<file path="config.mk">
export PLATFORM = sky130hd
export DESIGN_NAME = ddo_mul
export DESIGN_NICKNAME = d
export VERILOG_FILES = /design/src/hw/rtl/ddo_pkg.sv /design/src/hw/rtl/ddo_mul.sv
export SDC_FILE = /design/constraint.sdc
export NUM_CORES = 2
export LEC_CHECK = 0
export BUFFER_PORTS_ARGS = -buffer_cell sky130_fd_sc_hd__buf_2
export CORE_MARGIN = 4
export CORE_UTILIZATION = 30
export DETAILED_ROUTE_END_ITERATION = 10
export PLACE_DENSITY = 0.4
export SLEW_MARGIN = 20
export SYNTH_ARGS = -nofsm -noshare
export SYNTH_HDL_FRONTEND = slang
export SYNTH_SLANG_ARGS = --single-unit
export TNS_END_PERCENT = 100
</file>
<file path="constraint.sdc">
create_clock -name clk -period 18.8 [get_ports clk]
set_input_delay 3.76 -clock clk [delete_from_list [all_inputs] [get_ports clk]]
set_output_delay 3.76 -clock clk [all_outputs]
set_load 0.1 [all_outputs]
</file>
<file path="src/hw/rtl/ddo_pkg.sv">
package ddo_pkg;

    // Defaults and fixed datapath widths
    localparam int CORDIC_STEPS_DEF = 16;
    localparam int ATAN_LEN         = 24;
    localparam int MA_W             = 38;   // multiplier operand a, signed
    localparam int MB_W             = 33;   // multiplier operand b, signed
    localparam int MP_W             = MA_W + MB_W;
    localparam int XY_W             = 44;   // rotator x / y
    localparam int Z_W              = 33;   // rotator residual angle

    typedef logic signed [MP_W-1:0] prod_t;

    localparam logic signed [MB_W-1:0] TWO_PI_Q24   = 33'sd105414357;
    localparam logic signed [MB_W-1:0] RAD_UNITS    = 33'sd683565276;
    localparam logic signed [MB_W-1:0] KINV_Q30     = 33'sd652032874;
    localparam prod_t                  LIM36        = prod_t'(64'sd68719476736);
    localparam prod_t                  S32_MAX      = prod_t'(64'sd2147483647);
    localparam prod_t                  S32_MIN      = prod_t'(-64'sd2147483648);
    localparam logic [29:0]            COEF_MAX     = 30'd536870912;
    localparam logic [6:0]             DIVISOR      = 7'd60;
    // ceil(2^24 / 15): exact floor division by 15 for operands below 2^20
    localparam logic [20:0]            RECIP15      = 21'd1118482;

    typedef enum logic [2:0] {
        ST_IDLE,
        ST_ISSUE,
        ST_WB,
        ST_DIV,
        ST_CORDIC,
        ST_FINISH,
        ST_DONE
    } state_t;

    typedef enum logic [4:0] {
        OP_DL1, OP_DL2, OP_DR1, OP_DR2, OP_COEF,
        OP_SL1, OP_SL2, OP_FL, OP_SR1, OP_SR2, OP_FR,
        OP_H1, OP_H2, OP_H3, OP_H4, OP_S, OP_K
    } op_t;

    typedef enum logic [2:0] {
        REG_SCALE_L, REG_SCALE_R, REG_INV_TW, REG_GAIN,
        REG_START_X, REG_START_Y, REG_START_H
    } cfg_reg_t;

    typedef struct packed {
        logic accept;
        logic issue;
        logic wb;
        logic cordic;
        logic finish;
        logic publish;
    } ctl_t;

    // Round half up: add half, then floor shift
    function automatic prod_t rnd_shr(input prod_t v, input int n);
        return (v + (prod_t'(1) <<< (n - 1))) >>> n;
    endfunction

    function automatic logic signed [31:0] sat32(input prod_t v);
        if (v > S32_MAX)
            return 32'sh7fff_ffff;
        if (v < S32_MIN)
            return 32'sh8000_0000;
        return 32'(v);
    endfunction

    function automatic logic signed [MA_W-1:0] clamp36(input prod_t v);
        if (v > LIM36)
            return MA_W'(LIM36);
        if (v < -LIM36)
            return MA_W'(-LIM36);
        return MA_W'(v);
    endfunction

    // Arctangent of 2^-i, 2^32 units to a full turn
    function automatic logic [29:0] atan_q32(input logic [4:0] i);
        case (i)
            5'd0:    return 30'd536870912;
            5'd1:    return 30'd316933406;
            5'd2:    return 30'd167458907;
            5'd3:    return 30'd85004756;
            5'd4:    return 30'd42667331;
            5'd5:    return 30'd21354465;
            5'd6:    return 30'd10679838;
            5'd7:    return 30'd5340245;
            5'd8:    return 30'd2670163;
            5'd9:    return 30'd1335087;
            5'd10:   return 30'd667544;
            5'd11:   return 30'd333772;
            5'd12:   return 30'd166886;
            5'd13:   return 30'd83443;
            5'd14:   return 30'd41722;
            5'd15:   return 30'd20861;
            5'd16:   return 30'd10430;
            5'd17:   return 30'd5215;
            5'd18:   return 30'd2608;
            5'd19:   return 30'd1304;
            5'd20:   return 30'd652;
            5'd21:   return 30'd326;
            5'd22:   return 30'd163;
            5'd23:   return 30'd81;
            default: return 30'd0;
        endcase
    endfunction

endpackage

</file>
<file path="src/hw/rtl/ddo_mul.sv">
module ddo_mul (
    input  logic                           clk,
    input  logic                           en,
    input  logic signed [ddo_pkg::MA_W-1:0] a,
    input  logic signed [ddo_pkg::MB_W-1:0] b,
    output ddo_pkg::prod_t                 p
);
    import ddo_pkg::*;

    prod_t p_reg;

    // Shared signed multiplier, product registered
    always_ff @(posedge clk)
    begin
        if (en)
        begin
            p_reg <= prod_t'(a) * prod_t'(b);
        end
    end

    assign p = p_reg;

endmodule

</file>
Word level (Yosys, flattened, before mapping). Index checks and enable logic that the tools add are counted.

Output and inout port bits: 71. Logic and storage cells: 2. Input port bits: 73. Bits in registers: 71.

Multiply operators: 1.

Operators by type and width (count): $mul 38x33->71 (1).

Depth between registers and ports, before layout.
Depth after elaboration: 1. Gate-level depth with buffers: 30. Gate-level depth less buffers: 28.

Least setup slack after synthesis. Ideal clock, no wire load.

Path kind: input port to flip-flop. Start point: in a[37] (netlist name). End point: reg p_reg[68], in the netlist p[68] (data pin). Arrival: 11.003 ns. Cell stages on the path: 25. Setup time: 0.272 ns. Data required time: 18.528 ns. Path buffers: 2. Setup slack: 7.525 ns. Path through: clkbuf_1 > nand2_1 > inv_1 > fa_1 > fa_1 > inv_1 > fa_1 > inv_1 > fa_1 > inv_1 > fa_1 > fa_1 > fa_1 > fa_1 > inv_1 > ha_1 > clkbuf_1 > a21o_1 > a21o_1 > a21oi_1 > o21bai_1 > a21oi_1 > o21ai_4 > nor3b_1 > or4_1.

Longest elaborated chain between the ends: 1.

RTL lines: from (decl) (RTL line ddo_mul.sv:4) `input logic signed [ddo_pkg::MA_W-1:0] a,`; $mul 38x33->71 (RTL line ddo_mul.sv:17) `p_reg <= prod_t'(a) * prod_t'(b);`; to (signal assigned) (RTL line ddo_mul.sv:17); to (decl) (RTL line ddo_mul.sv:10) `prod_t p_reg;`.

Every way passes these cells. A chain may end at the register's enable or synchronous reset.

Final worst setup path.
Start point: in b[12] (netlist name). End point: reg p_reg[70], in the netlist p[70] (data pin).

Longest elaborated chain between the ends: 1.

RTL lines: from (decl) (RTL line ddo_mul.sv:5) `input logic signed [ddo_pkg::MB_W-1:0] b,`; $mul 38x33->71 (RTL line ddo_mul.sv:17).

Every way passes these cells.

==> results.json <==
{
  "cp_max_fo": 38,
  "yosysSeqAreaShare": 0.04613,
  "routed_wl_um": 147600,
  "grt_pass1_wl_um": 229600,
  "grt-ovfl-total": 0,
  "end_kind": "register",
  "busiest_layer": "met2",
  "cp_slowest_stage_delay_ns": 0.84,
  "grt_max_degree": 55,
  "htreeDepth": 3,
  "syn_inst": 4893,
  "core_area_um2": 152400,
  "rows": 143,
  "path_class": "input pin to register",
  "ys_async_sr_fraction": 0,
  "crit_top_cell": "fa_1",
  "avgSynthCellArea_um2": 9.446,
  "yosysTopAreaCell": "fa_1",
  "worst_path_max_delay_cell": "buf_2",
  "timing.fmax_mhz": 81.51,
  "cts_tree": "done",
  "outcome": "completed",
  "initial_utilization": 0.3032,
  "numCtsBuffers": 9,
  "start_kind": "input pin",
  "ctsResizeCount": 0,
  "synth_edf_count": 71,
  "post_cts_buffers": 0,
  "clock_sinks": 71,
  "largest_register_ff_count": 71,
  "fin_crit_sh": 0.6526,
  "cts.clk_slew.worst_paths_ns": 0.07,
  "viasPerCell": 4.589,
  "grt_use_met3": 0.01164,
  "wl_per_cell_um": 21.54,
  "cp.buffers_inverters": 6,
  "cts_hold_buf": 0,
  "cp_top_family": "adder cells",
  "gr-usage-met1": 0.2194,
  "chipHeight_um": 400.5,
  "first_iter_violations": 1282,
  "clockBufferDepth": 2,
  "drc": 0,
  "fin_crit_ns": 12.27,
  "fillers": 16180,
  "relSlewSlack": 0.2377,
  "max_slew.worst_pin.slew_ns": 1.143,
  "drv_cap": 0,
  "ys_ff_latch": 71,
  "hpwl_um": 118700,
  "grt_setup_unrepaired": "false",
  "fin_nets": 6413,
  "synthTopCellsByArea": "fa_1 (56%), inv_1 (10%), and2_1 (7.5%), ha_1 (6.1%), nand2_1 (5.8%)",
  "fin_setup_tns_ns": 0,
  "required_ns": 18.94,
  "ys.flop_type": "edfxtp_1",
  "postRouteAntennaNets": 0,
  "clockRootBuffer": "clkbuf_16",
  "first_global_vias": 36250,
  "use_met2": 0.3738,
  "synth.top_cell.area_share": 0.5631,
  "gp_congestion": 0.7965,
  "synthDistinctLibCells": 77,
  "finalHoldViolCount": 0,
  "dieArea_um2": 160400,
  "finalSetupViolations": 0,
  "synth_nets": 6493,
  "num_vias": 31440,
  "ios": 144,
  "io_buffer_count": 143,
  "drive_above_1_share": 0.04836,
  "yosysWarnings": 0,
  "hold_path_class": "input pin to register",
  "gr-usage-all-layers": 0.1889,
  "firstDrtPassIters": 5,
  "fp.dieW_um": 400.5,
  "area_delta_synth_final_pct": 5.999,
  "slew_violations": 0,
  "worstPathArrival_ns": 12.40,
  "antenna_found_initial": 8,
  "synth_area_um2": 46220
}
metal layers:
layer / up-vias / share of wire
li1: 13690 / -
met2: 443 / 0.57
met1: 17180 / 0.38
met5: - / 0.000088
met4: 2 / 0.028
met3: 132 / 0.019
through the flow:
step	std cells	hold slack [ns]	cell area, µm²	setup WS (ns)	util
floorplan	4893	3.873	46220	7.525	-
global placement	6832	4.177	48690	6.183	0.3194
detailed placement	6832	4.175	48690	6.120	0.3194
CTS	6848	3.749	48980	6.519	0.3213
global route	6848	3.763	48980	6.184	0.3213
finish	6851	3.780	48990	6.531	0.3214
cells in the mapped netlist (3+ instances only):
| library cell | n |
|---|---|
| clkbuf_1 | 256 |
| ha_1 | 227 |
| xor2_1 | 19 |
| a41oi_1 | 3 |
| o211ai_1 | 3 |
| xnor2_1 | 59 |
| nand4_1 | 15 |
| and2_1 | 556 |
| a21oi_1 | 73 |
| buf_2 | 11 |
| a211o_1 | 6 |
| a31oi_1 | 7 |
| o21a_1 | 8 |
| nand2_1 | 713 |
| buf_6 | 3 |
| a211oi_1 | 3 |
| nor2_1 | 70 |
| o21ai_0 | 28 |
| and3_1 | 7 |
| inv_1 | 1284 |
| nor2b_1 | 6 |
| a31oi_4 | 3 |
| nor3_1 | 8 |
| nand2b_1 | 10 |
| nand3_1 | 14 |
| a21o_2 | 3 |
| a21o_1 | 43 |
| edfxtp_1 | 71 |
| o21bai_1 | 16 |
| fa_1 | 1300 |
| o21ai_1 | 12 |
cell usage in the layout, fill, tap and decap left out, drive strengths merged, types with 8 or more instances in the layout:
master,instances
and3,9
o21bai,16
o21ai,42
xnor2,59
xor2,19
edfxtp,71
o21a,8
fa,1300
nand3,15
clkbuf,9
a31oi,10
a21oi,76
ha,227
nand2b,10
a21o,46
nand2,713
nor3,8
inv,1288
and2,557
buf,182
nor2,70
nand4,16
final cells by class:
type                       count  area, µm²  area share
clock inverter                 7      61.31    0.001251
clock buffer                   9      225.2    0.004597
sequential                    71       2132     0.04352
inverter                    1284       4820     0.09838
tap                         2030       2540     0.05185
multi-input combinational   3265      38190      0.7796
antenna                        3      7.507   0.0001532
timing repair buffer         182       1013     0.02069
cells by family after synthesis:
kind of cell / share of synthesized area
buf+inv: 0.1275
mux: 0.0004602
flops: 0.04613
xor+xnor: 0.01478
simple gates: 0.1505
fa+ha+maj: 0.6245
compound gates: 0.03609
worst paths after layout:
check              from    end  cells after the start
setup / recovery  b[12]  p[70]                     26
hold / removal       en  p[69]                      1
Power is not shown: default switching activity piles up to over one toggle a cycle in this logic, so the estimate is an artifact.
