$ cat config.mk
export PLATFORM = sky130hd
export DESIGN_NAME = ddo_div60
export DESIGN_NICKNAME = d
export VERILOG_FILES = /design/src/hw/rtl/ddo_pkg.sv /design/src/hw/rtl/ddo_div60.sv
export SDC_FILE = /design/constraint.sdc
export NUM_CORES = 1
export LEC_CHECK = 0
export BUFFER_PORTS_ARGS = -buffer_cell sky130_fd_sc_hd__buf_2
export CORE_MARGIN = 4
export CORE_UTILIZATION = 60
export CTS_BUF_LIST = sky130_fd_sc_hd__clkbuf_8
export DETAILED_ROUTE_END_ITERATION = 10
export GPL_TIMING_DRIVEN = 0
export HOLD_SLACK_MARGIN = 0.05
export PLACE_DENSITY = 0.92
export REMOVE_ABC_BUFFERS = 1
export SLEW_MARGIN = 30
export SYNTH_ARGS = -nofsm -noshare
export SYNTH_HDL_FRONTEND = slang
export SYNTH_SLANG_ARGS = --single-unit
$ cat constraint.sdc
create_clock -name clk -period 19.55 [get_ports clk]
set_clock_uncertainty 0.2 [all_clocks]
set_input_delay 1.955 -clock clk [delete_from_list [all_inputs] [get_ports clk]]
set_output_delay 1.955 -clock clk [all_outputs]
set_load 0.02 [all_outputs]
$ cat src/hw/rtl/ddo_pkg.sv
package ddo_pkg;

    // Defaults and fixed datapath widths
    localparam int CORDIC_STEPS_DEF = 16;
    localparam int ATAN_LEN         = 24;
    localparam int MA_W             = 38;   // multiplier operand a, signed
    localparam int MB_W             = 33;   // multiplier operand b, signed
    localparam int MP_W             = MA_W + MB_W;
    localparam int XY_W             = 44;   // rotator x / y
    localparam int Z_W              = 33;   // rotator residual angle

    typedef logic signed [MP_W-1:0] prod_t;

    localparam logic signed [MB_W-1:0] TWO_PI_Q24   = 33'sd105414357;
    localparam logic signed [MB_W-1:0] RAD_UNITS    = 33'sd683565276;
    localparam logic signed [MB_W-1:0] KINV_Q30     = 33'sd652032874;
    localparam prod_t                  LIM36        = prod_t'(64'sd68719476736);
    localparam prod_t                  S32_MAX      = prod_t'(64'sd2147483647);
    localparam prod_t                  S32_MIN      = prod_t'(-64'sd2147483648);
    localparam logic [29:0]            COEF_MAX     = 30'd536870912;
    localparam logic [6:0]             DIVISOR      = 7'd60;
    // ceil(2^24 / 15): exact floor division by 15 for operands below 2^20
    localparam logic [20:0]            RECIP15      = 21'd1118482;

    typedef enum logic [2:0] {
        ST_IDLE,
        ST_ISSUE,
        ST_WB,
        ST_DIV,
        ST_CORDIC,
        ST_FINISH,
        ST_DONE
    } state_t;

    typedef enum logic [4:0] {
        OP_DL1, OP_DL2, OP_DR1, OP_DR2, OP_COEF,
        OP_SL1, OP_SL2, OP_FL, OP_SR1, OP_SR2, OP_FR,
        OP_H1, OP_H2, OP_H3, OP_H4, OP_S, OP_K
    } op_t;

    typedef enum logic [2:0] {
        REG_SCALE_L, REG_SCALE_R, REG_INV_TW, REG_GAIN,
        REG_START_X, REG_START_Y, REG_START_H
    } cfg_reg_t;

    typedef struct packed {
        logic accept;
        logic issue;
        logic wb;
        logic cordic;
        logic finish;
        logic publish;
    } ctl_t;

    // Round half up: add half, then floor shift
    function automatic prod_t rnd_shr(input prod_t v, input int n);
        return (v + (prod_t'(1) <<< (n - 1))) >>> n;
    endfunction

    function automatic logic signed [31:0] sat32(input prod_t v);
        if (v > S32_MAX)
            return 32'sh7fff_ffff;
        if (v < S32_MIN)
            return 32'sh8000_0000;
        return 32'(v);
    endfunction

    function automatic logic signed [MA_W-1:0] clamp36(input prod_t v);
        if (v > LIM36)
            return MA_W'(LIM36);
        if (v < -LIM36)
            return MA_W'(-LIM36);
        return MA_W'(v);
    endfunction

    // Arctangent of 2^-i, 2^32 units to a full turn
    function automatic logic [29:0] atan_q32(input logic [4:0] i);
        case (i)
            5'd0:    return 30'd536870912;
            5'd1:    return 30'd316933406;
            5'd2:    return 30'd167458907;
            5'd3:    return 30'd85004756;
            5'd4:    return 30'd42667331;
            5'd5:    return 30'd21354465;
            5'd6:    return 30'd10679838;
            5'd7:    return 30'd5340245;
            5'd8:    return 30'd2670163;
            5'd9:    return 30'd1335087;
            5'd10:   return 30'd667544;
            5'd11:   return 30'd333772;
            5'd12:   return 30'd166886;
            5'd13:   return 30'd83443;
            5'd14:   return 30'd41722;
            5'd15:   return 30'd20861;
            5'd16:   return 30'd10430;
            5'd17:   return 30'd5215;
            5'd18:   return 30'd2608;
            5'd19:   return 30'd1304;
            5'd20:   return 30'd652;
            5'd21:   return 30'd326;
            5'd22:   return 30'd163;
            5'd23:   return 30'd81;
            default: return 30'd0;
        endcase
    endfunction

endpackage

$ cat src/hw/rtl/ddo_div60.sv
module ddo_div60 (
    input  logic               clk,
    input  logic               rst_n,
    input  logic               start,
    input  logic signed [63:0] dividend,
    output logic               done,
    output logic signed [63:0] quotient
);
    import ddo_pkg::*;

    logic        busy_reg, busy_next;
    logic [2:0]  cnt_reg, cnt_next;
    logic [63:0] mag_reg, mag_next;
    logic [5:0]  rem_reg, rem_next;
    logic        neg_reg;
    logic [63:0] abs_w;
    logic [21:0] num_w;
    logic [39:0] recip_w;
    logic [15:0] qd_w;
    logic [21:0] back_w;

    assign abs_w = dividend[63] ? 64'(-dividend) : 64'(dividend);

    // One 16-bit quotient digit per cycle; floor(n / 60) = floor(floor(n / 4) / 15)
    assign num_w   = {rem_reg, mag_reg[63:48]};
    assign recip_w = 40'(num_w[21:2]) * 40'(RECIP15);
    assign qd_w    = recip_w[39:24];
    assign back_w  = 22'(qd_w) * 22'(DIVISOR);

    // Magnitude divided, sign restored: truncation towards zero
    always_comb
    begin
        busy_next = busy_reg;
        cnt_next  = cnt_reg;
        mag_next  = mag_reg;
        rem_next  = rem_reg;
        if (start)
        begin
            busy_next = 1'b1;
            cnt_next  = 3'd4;
            mag_next  = abs_w;
            rem_next  = 6'd0;
        end
        else if (busy_reg && cnt_reg != 3'd0)
        begin
            cnt_next = cnt_reg - 3'd1;
            mag_next = {mag_reg[47:0], qd_w};
            rem_next = 6'(num_w - back_w);
        end
        else if (busy_reg)
        begin
            busy_next = 1'b0;
        end
    end

    always_ff @(posedge clk or negedge rst_n)
    begin
        if (!rst_n)
        begin
            busy_reg <= 1'b0;
            cnt_reg  <= 3'd0;
        end
        else
        begin
            busy_reg <= busy_next;
            cnt_reg  <= cnt_next;
        end
    end

    always_ff @(posedge clk)
    begin
        mag_reg <= mag_next;
        rem_reg <= rem_next;
        if (start)
        begin
            neg_reg <= dividend[63];
        end
    end

    assign done     = busy_reg && (cnt_reg == 3'd0);
    assign quotient = neg_reg ? -$signed(mag_reg) : $signed(mag_reg);

endmodule

# [After elaboration in Yosys (flattened, before gate mapping)]
# Cells that the tools add are included.
[totals] reg_bits=75 wordCells=25 input_bits=67
[op_classes] eq_ne=1 n_addsub=4 mux=8 reduce_logical=5 n_mul=2
[ops] cell="$mux 64" n=4
[ops] cell="$neg 64->64" n=2
[ops] cell="$mul 20x20->39 const B" n=1
[ops] cell="$mul 16x4->4 const B" n=1
[ops] cell="$mux 3" n=2
[ops] cell="$sub 6x6->6" n=1
[ops] cell="$logic_not 3->1" n=1
[ops] cell="$reduce_bool 3->1" n=1
[ops] cell="$sub 3x1->3 const B" n=1
[ops] cell="$logic_and 1x1->1" n=2
[ops] cell="$mux 1" n=2
[ops] cell="$ne 2x2->1 const B" n=1
[ops] cell="$reduce_bool 2->1" n=1

# [Logic depth before layout (Yosys ltp)]
# Gate-level depths: netlist (run 1).
[depth] word_depth=4 mapped_depth=26 mapped_depth_nobuf=26

# [Worst setup path before layout (run 1)]
# Ideal clock, no wire load.
[synth_path] kind="flip-flop to flip-flop" startpoint="register mag_reg[52]" endpoint="register rem_reg[5]" arrival_time_ns=5.966 required_time_ns=19.259 path_buffers=0 period_less_slack_ns=6.257 stages_incl_launch_ff=27 setup_slack_ns=13.293 setup_ns=0.091 cell_sequence="edfxtp_1 -> ha_1 -> inv_1 -> fa_1 -> inv_1 -> fa_1 -> inv_1 -> fa_1 -> inv_1 -> ha_1 -> ha_1 -> ha_1 -> o21a_1 -> nor2_1 -> inv_1 -> a21oi_1 -> a31oi_1 -> xnor2_1 -> xnor2_1 -> ha_1 -> ha_1 -> inv_1 -> ha_1 -> a21oi_1 -> xnor2_1 -> nand3_1 -> a311oi_1"
[synth_via] elab_chain_len=3
[synth_lines] element="start, declared" line="ddo_div60.sv:13" rtl="logic [63:0] mag_reg, mag_next;"
[synth_lines] element="start signal, assigned" line="ddo_div60.sv:72" rtl="mag_reg <= mag_next;"
[synth_lines] element="$mul 20x20->39" line="ddo_div60.sv:26" rtl="assign recip_w = 40'(num_w[21:2]) * 40'(RECIP15);"
[synth_lines] element="$mul 16x4->4" line="ddo_div60.sv:28" rtl="assign back_w = 22'(qd_w) * 22'(DIVISOR);"
[synth_lines] element="$sub 6x6->6 (*)" line="ddo_div60.sv:48" rtl="rem_next = 6'(num_w - back_w);"
[synth_lines] element="end signal, assigned" line="ddo_div60.sv:73" rtl="rem_reg <= rem_next;"
[synth_lines] element="end, declared" line="ddo_div60.sv:14" rtl="logic [5:0] rem_reg, rem_next;"
# Every way passes the cells marked *; elsewhere a longest branch is shown, timed or not.
# A chain may end at the register's enable or synchronous reset.

# [Worst setup path after layout (run 1)]
[layout_path] startpoint="register mag_reg[55]" endpoint="register rem_reg[5]"
[layout_via] elab_chain_len=3
[layout_lines] element="$mul 20x20->39" line="ddo_div60.sv:26"
[layout_lines] element="$mul 16x4->4" line="ddo_div60.sv:28"
[layout_lines] element="$sub 6x6->6" line="ddo_div60.sv:48"
# No other way between the ends.

==> results of run 1 <==
## through the flow
step | utilization, % | setup slack, ns
floorplan | - | 13.29
global placement | 66.9 | 12.61
detailed placement | 67.2 | 12.40
CTS | 68.3 | 12.36
global route | 68.4 | 11.94
finish | 68.4 | 12.31
## layout make-up
class | instances | share of cell area [%]
multi-input cells | 842 | 65.0
flip-flops and latches | 75 | 20.7
repair buffers | 134 | 6.82
inverters | 92 | 3.30
well taps | 211 | 2.52
clock buffers | 9 | 1.18
clock inverters | 7 | 0.418
diodes | 1 | 0.0239
## cells in the final DEF, fill, tap and decap left out, types with 10 or more instances in the layout
cell        n
ha_1      142
buf_2     129
inv_1      91
xnor2_1    85
nor2_1     80
a21oi_1    73
edfxtp_1   65
nand2_1    63
xor2_1     55
o21ai_0    50
o31ai_1    35
fa_1       35
o41ai_1    22
or4_1      18
a211oi_1   16
nor3_1     16
a21o_1     15
nand3_1    15
or3_1      10
## cells by family after synthesis
logic type                 share of synthesized area, %
AOI/OAI and AO/OA                                  17.5
xor gates and xnor gates                           12.9
adders and majority gates                          26.1
buffers and inverters                              5.34
DFF                                                22.9
muxes                                             0.554
and+or+nand+nor                                    14.7
## worst reg2reg max path: stages, from the launching register on
cell      delay (ns)
edfxtp_1        0.53
ha_1            0.38
fa_1            0.59
fa_1            0.48
ha_1            0.33
fa_1            0.48
ha_1            0.37
a222oi_1        0.28
o211ai_1        0.15
a211oi_1        0.48
o311a_1         0.27
nor2_1          0.06
xor2_1          0.54
xnor2_1         0.24
ha_1            0.34
ha_1            0.32
inv_1           0.05
ha_1            0.30
a21oi_1         0.18
xnor2_1         0.18
nand3_1         0.11
a311oi_1        0.29
## routing by layer
layer,GRT usage [%],wire length [µm],up-vias
met5,0,0,-
met4,10.4,977,0
met3,3.70,2320,80
met2,45.8,11800,524
met1,37.5,10100,3996
li1,-,-,4030
## how the worst min path moves through the flow
stage,slack [ns],depth (start not counted),endpoint,startpoint
2_1_floorplan,0.28,2,cnt_reg[2],cnt_reg[2]
3_3_place_gp,0.30,2,cnt_reg[2],cnt_reg[2]
3_5_place_dp,0.32,2,cnt_reg[2],cnt_reg[2]
4_1_cts,0.34,2,cnt_reg[2],cnt_reg[2]
5_1_grt,0.39,2,cnt_reg[2],cnt_reg[2]
6_report,0.34,2,cnt_reg[2],cnt_reg[2]
==> results_dict.tcl, run 1 <==
set metrics [dict create \
    run_status "finished, final reports clean" \
    global_route_wire_length_before_repair_um 40700 \
    fp.dieArea_um2 17900 \
    synth_commonest_cells "ha_1, inv_1, xnor2_1, nor2_1, a21oi_1" \
    post_synth_num_cell_types 67 \
    place_hpwl_um 20300 \
    final_nets 1398 \
    setup_viol 0 \
    timing.critical_path.fanout_max 8 \
    cell_area_after_technology_mapping_um2 9480 \
    gp_routability_congestion 0.995 \
    synth.top_cell.area_share_pct 20.6 \
    endpoint_kind "flip-flop" \
    cts_tree "built" \
    postCtsSetupRepairBufs 0 \
    globalRouteTotalUtil_pct 27.8 \
    die_height_um 134 \
    core_area_um2 15300 \
    relSlewSlack_pct 39.8 \
    final_period_minus_worst_setup_slack_ns 7.24 \
    drtPass1Iterations 5 \
    synth.most_common_cell "ha_1" \
    avgSynthCellArea_um2 9.04 \
    cp_data_required_time_ns 19.61 \
    antenna_left 0 \
    worst_path_max_delay_cell "fa_1" \
    detailroute.via_count 8630 \
    timing.critical_path.buf_inv 1 \
    multiInputGateArea_um2 6810 \
    fmax_mhz 138 \
    clk_root_buffer_cell "clkbuf_8" \
    number_of_cells_after_detailed_placement 1354 \
    timing.critical_path.from_type "flip-flop" \
    ranking_of_synthesized_cells_by_area "edfxtp_1, ha_1, xnor2_1, fa_1, xor2_1" \
    fin_tns_setup_ns 0 \
    finalCritPeriodShare_pct 37.0 \
    antenna_violations_before_repair 1 \
    max_slew.worst_pin.slew_ns 0.903 \
    hold_viol_final 0 \
    total_gr_overflow 0 \
    start_util_pct 61.9 \
    die_w_um 134 \
    worst-r2r-setup-slack_ns 12.31 \
    via_per_inst 6.29 \
    cell_class_contributing_the_biggest_share_of_worst_path_delay "adder cells" \
    drt_wl_total_um 25200 \
    crit_start "mag_reg[55]" \
    min_path_type "flip-flop to flip-flop" \
    yosysWarningCount 0 \
    grt_pass1_vias 8336 \
    detail_route.drc_violations 0 \
    drive_above_1_share_pct 14.2 \
    stdcell_count 1371 \
    worst-path-stages 21 \
    synthCells 1049 \
    largest_register_ffs 64 \
    wl_per_cell_um 18.4 \
    filler_cell_count 1179 \
    postSynthRegisterBits 75 \
    grt_start_max_net_pins 95 \
    timing.hold.ws_ns 0.336 \
    ys.flop_type "edfxtp_1" \
    critical-path-top-cell-by-count "ha_1" \
    rr_worst_depth 21 \
    netlist.top_cell.by_area "edfxtp_1" \
    finish.instance_area_um2 10500 \
    h-tree-depth 3 \
    area_growth_syn_to_layout_pct 10.4 \
    clock_tree.buffer_depth 2 \
    grt_setup_unrepaired "false" \
    worstPathCellList "ha_1 > fa_1 > fa_1 > ha_1 > fa_1 > ha_1 > a222oi_1 > o211ai_1 > a211oi_1 > o311a_1 > nor2_1 > xor2_1 > xnor2_1 > ha_1 > ha_1 > inv_1 > ha_1 > a21oi_1 > xnor2_1 > nand3_1 > a311oi_1" \
    critPathCapture "rem_reg[5]" \
    crit-reg2reg-capture "rem_reg[5]" \
    placed_cell_area_um2 10300 \
    cts_made_buffers 9 \
    design.portCount 132 \
    port_buffers 131 \
    cap_violations 0 \
    synth-async-reset-ratio_pct 5.33 \
    arrival_ns 7.30 \
    synth.yosys.seq_area_share_pct 22.9 \
    postCtsResizedCells 0 \
    max_stage_delay_ns 0.59 \
    synth_edf_count 65 \
    reg2reg_from "mag_reg[55]" \
    drt_iter0_drc 920 \
    path_clk_slew_ns 0.08 \
    critical_path_class "flip-flop to flip-flop" \
    clkSinkCount 75 \
    timing.final.max_slew_violations 0 \
    register_area_um2 2170 \
    post_cts_hold_buffer_count 0 \
    worstSkewPairLatency_ns 0.35 \
    floorplan.rows 45 \
]
Power of run 1 is left out: the tool's default activity adds up to more than one toggle a clock period on the data nets, which glitch-free logic cannot reach.
==> run 2, diff against run 1 <==
--- a/config.mk
+++ b/config.mk
@@ -5,14 +5,15 @@
 export SDC_FILE = /design/constraint.sdc
 export NUM_CORES = 1
 export LEC_CHECK = 0
+export ABC_AREA = 1
 export BUFFER_PORTS_ARGS = -buffer_cell sky130_fd_sc_hd__buf_2
 export CORE_MARGIN = 4
-export CORE_UTILIZATION = 60
+export CORE_UTILIZATION = 56
 export CTS_BUF_LIST = sky130_fd_sc_hd__clkbuf_8
 export DETAILED_ROUTE_END_ITERATION = 10
 export GPL_TIMING_DRIVEN = 0
 export HOLD_SLACK_MARGIN = 0.05
-export PLACE_DENSITY = 0.92
+export PLACE_DENSITY = 0.89
 export REMOVE_ABC_BUFFERS = 1
 export SLEW_MARGIN = 30
 export SYNTH_ARGS = -nofsm -noshare
==> constraint.sdc (replaced) <==
create_clock -name clk -period 6 [get_ports clk]
set_clock_uncertainty 0.2 [all_clocks]
set_input_delay 0.6 -clock clk [delete_from_list [all_inputs] [get_ports clk]]
set_output_delay 0.6 -clock clk [all_outputs]
set_load 0.02 [all_outputs]
==> run 2 against run 1 <==
Net effect: the run now ends with negative setup slack left; via count up 58%; die area rose by 34%; register-to-register slack worse by 13 ns; synthesized cell count is 78% higher; sequential share of layout area fell by 5.2 points; non-clock buffer count grew 41; critical path depth is 12 higher; worst hold slack worse by 0.035 ns; sequential cell count did not move; fmax up 13%; core utilization down 2.4 points; setup slack got worse by 13 ns; critical endpoint unchanged; largest cell class unchanged.
==> results_dict.tcl, run 2 <==
set metrics [dict create \
    antenna_violations_before_repair 2 \
    cts_made_buffers 9 \
    timing.final.max_slew_violations 0 \
    run_status "finished with violations" \
    fp.dieArea_um2 24000 \
    yosysWarningCount 0 \
    synth.top_cell.area_share_pct 16.1 \
    design.portCount 132 \
    post_synth_num_cell_types 48 \
    cap_violations 0 \
    grt_start_max_net_pins 76 \
    critical_path_class "flip-flop to flip-flop" \
    detailroute.via_count 13700 \
    avgSynthCellArea_um2 6.49 \
    max_stage_delay_ns 0.54 \
    final_nets 2260 \
    min_path_type "flip-flop to flip-flop" \
    globalRouteTotalUtil_pct 37.4 \
    detail_route.drc_violations 0 \
    timing.hold.ws_ns 0.301 \
    timing.hold.worst_endpoint "cnt_reg[2]" \
    port_buffers 131 \
    layout_commonest_cell "nand2_1" \
    relSlewSlack_pct 42.1 \
    hold_path_depth 1 \
    fmax_mhz 156 \
    timing.critical_path.fanout_max 3 \
    drive_above_1_share_pct 15.2 \
    failed_checks "negative setup slack" \
    gp_routability_congestion 1.02 \
    endpoint_kind "flip-flop" \
    critical-path-top-cell-by-count "ha_4" \
    path_clk_slew_ns 0.09 \
    num_antenna_cells 0 \
    register_area_um2 2170 \
    ranking_of_synthesized_cells_by_area "edfxtp_1, ha_1, nand2_1, inv_1, nor2_1" \
    die_w_um 155 \
    h-tree-depth 3 \
    layout.cells.most_common_list "nand2_1, inv_1, nor2_1" \
    hold_path_startpoint "cnt_reg[2]" \
    largest_register_ffs 64 \
    worst-r2r-setup-slack_ns -0.42 \
    detailedPlace.worstSlack_ns -1.29 \
    area_growth_syn_to_layout_pct 15.5 \
    arrival_ns 6.50 \
    via_per_inst 5.96 \
    synth.most_common_cell "nand2_1" \
    place_hpwl_um 36800 \
    global_route_wire_length_before_repair_um 69700 \
    drt_iter0_drc 1743 \
    hold_viol_final 0 \
    grt_pass1_vias 12900 \
    crit-reg2reg-capture "rem_reg[5]" \
    synth_commonest_cells "nand2_1, inv_1, nor2_1, nand3_1, ha_1" \
    layout_setup_ws_ns -0.422 \
    clk_root_buffer_cell "clkbuf_8" \
    rr_worst_depth 33 \
    die_height_um 155 \
    netlist.top_cell.by_area "edfxtp_1" \
    postSynthRegisterBits 75 \
    clock_tree.buffer_depth 2 \
    antenna_left 0 \
    filler_cell_count 1872 \
    start_util_pct 57.1 \
    finalCritPeriodShare_pct 107 \
    total_gr_overflow 0 \
    drtPass1Iterations 6 \
    cts_tree "built" \
    synth-async-reset-ratio_pct 5.33 \
    core_area_um2 21200 \
    drt_wl_total_um 46300 \
    setup_viol 2 \
    grt_setup_unrepaired "true" \
    max_slew.worst_pin.slew_ns 0.869 \
    ys.flop_type "edfxtp_1" \
    worstSkewPairLatency_ns 0.38 \
    clkSinkCount 75 \
    wl_per_cell_um 20.2 \
    multiInputGateArea_um2 9160 \
    cell_area_after_technology_mapping_um2 12100 \
    timing.critical_path.from_type "flip-flop" \
    synthCells 1863 \
    worst_path_max_delay_cell "fa_1" \
    synth.yosys.seq_area_share_pct 18.0 \
    cp_data_required_time_ns 6.08 \
    fin_tns_setup_ns -0.504 \
    floorplan.rows 53 \
    final_period_minus_worst_setup_slack_ns 6.42 \
    synth_edf_count 65 \
    reg2reg_from "mag_reg[56]" \
]
run 2: changes by cell type in the layout (fill, tap and decap cells not counted), sizes merged, moves of 42 or more:
cell	change
nand2	+418
nor2	+190
inv	+189
nand3	+147
xnor2	-75
o21ai	+62
nand4	+42
run 2: area by class of cell:
| class | instances | area share, % |
|---|---|---|
| Clock buffer | 9 | 0.888 |
| Clock inverter | 7 | 0.377 |
| Inverter | 281 | 7.64 |
| Multi-Input combinational cell | 1474 | 65.6 |
| Sequential cell | 75 | 15.6 |
| Tap cell | 275 | 2.47 |
| Timing Repair Buffer | 175 | 7.46 |
run 2: cells by family after synthesis:
family          count (synthesis)  synth area share, %
compound gates                203                 9.30
buf+inv                       314                 9.92
fa+ha+maj                     177                 20.5
xor+xnor                       84                 6.09
simple gates                 1010                 36.2
flops                          75                 18.0
run 2: repair_timing:
| item | 4_1_cts | 5_1_grt |
|---|---|---|
| resized for setup | 65 | 16 |
| pin swaps | 41 | 18 |
| setup endpoints to repair | 3 | 2 |
| hold endpoints to repair | 4 | 0 |
| hold buffers | 1 | 0 |
| setup buffers | 33 | 5 |
run 2: layer usage:
| layer | GRT usage, % | vias to the layer above | share of wire (%) |
|---|---|---|---|
| li1 | - | 6385 | - |
| met1 | 50.5 | 6216 | 40 |
| met2 | 58.4 | 887 | 43 |
| met3 | 7.84 | 186 | 12 |
| met4 | 15.3 | 2 | 5.1 |
| met5 | 0 | - | 0.015 |
run 2: worst max-delay path: cells and delay by family (launching register included):
family                     cells  cell delay, ns
AOI/OAI and AO/OA              1            0.19
xor gates and xnor gates       1            0.26
adders and majority gates     10            3.39
buffers and inverters          8            0.43
DFF                            1            0.51
and+or+nand+nor               13            1.33
run 2: how the worst max path moves through the flow:
stage | startpoint | end | cells past startpoint
after floorplan | mag_reg[52] | rem_reg[5] | 34
after global placement | mag_reg[57] | rem_reg[5] | 30
after detailed placement | mag_reg[57] | rem_reg[5] | 30
after CTS | mag_reg[56] | rem_reg[5] | 34
after global routing | mag_reg[56] | rem_reg[5] | 33
final | mag_reg[56] | rem_reg[5] | 33
run 2: stage by stage:
step | instances | cell area [µm²] | utilization [%]
2_1_floorplan | 1830 | 11900 | -
3_3_place_gp | 2236 | 12900 | 61.2
3_5_place_dp | 2241 | 13000 | 61.6
4_1_cts | 2291 | 13800 | 65.4
5_1_grt | 2296 | 14000 | 66.0
6_report | 2296 | 14000 | 66.0
Power of run 2 is left out for the same reason.
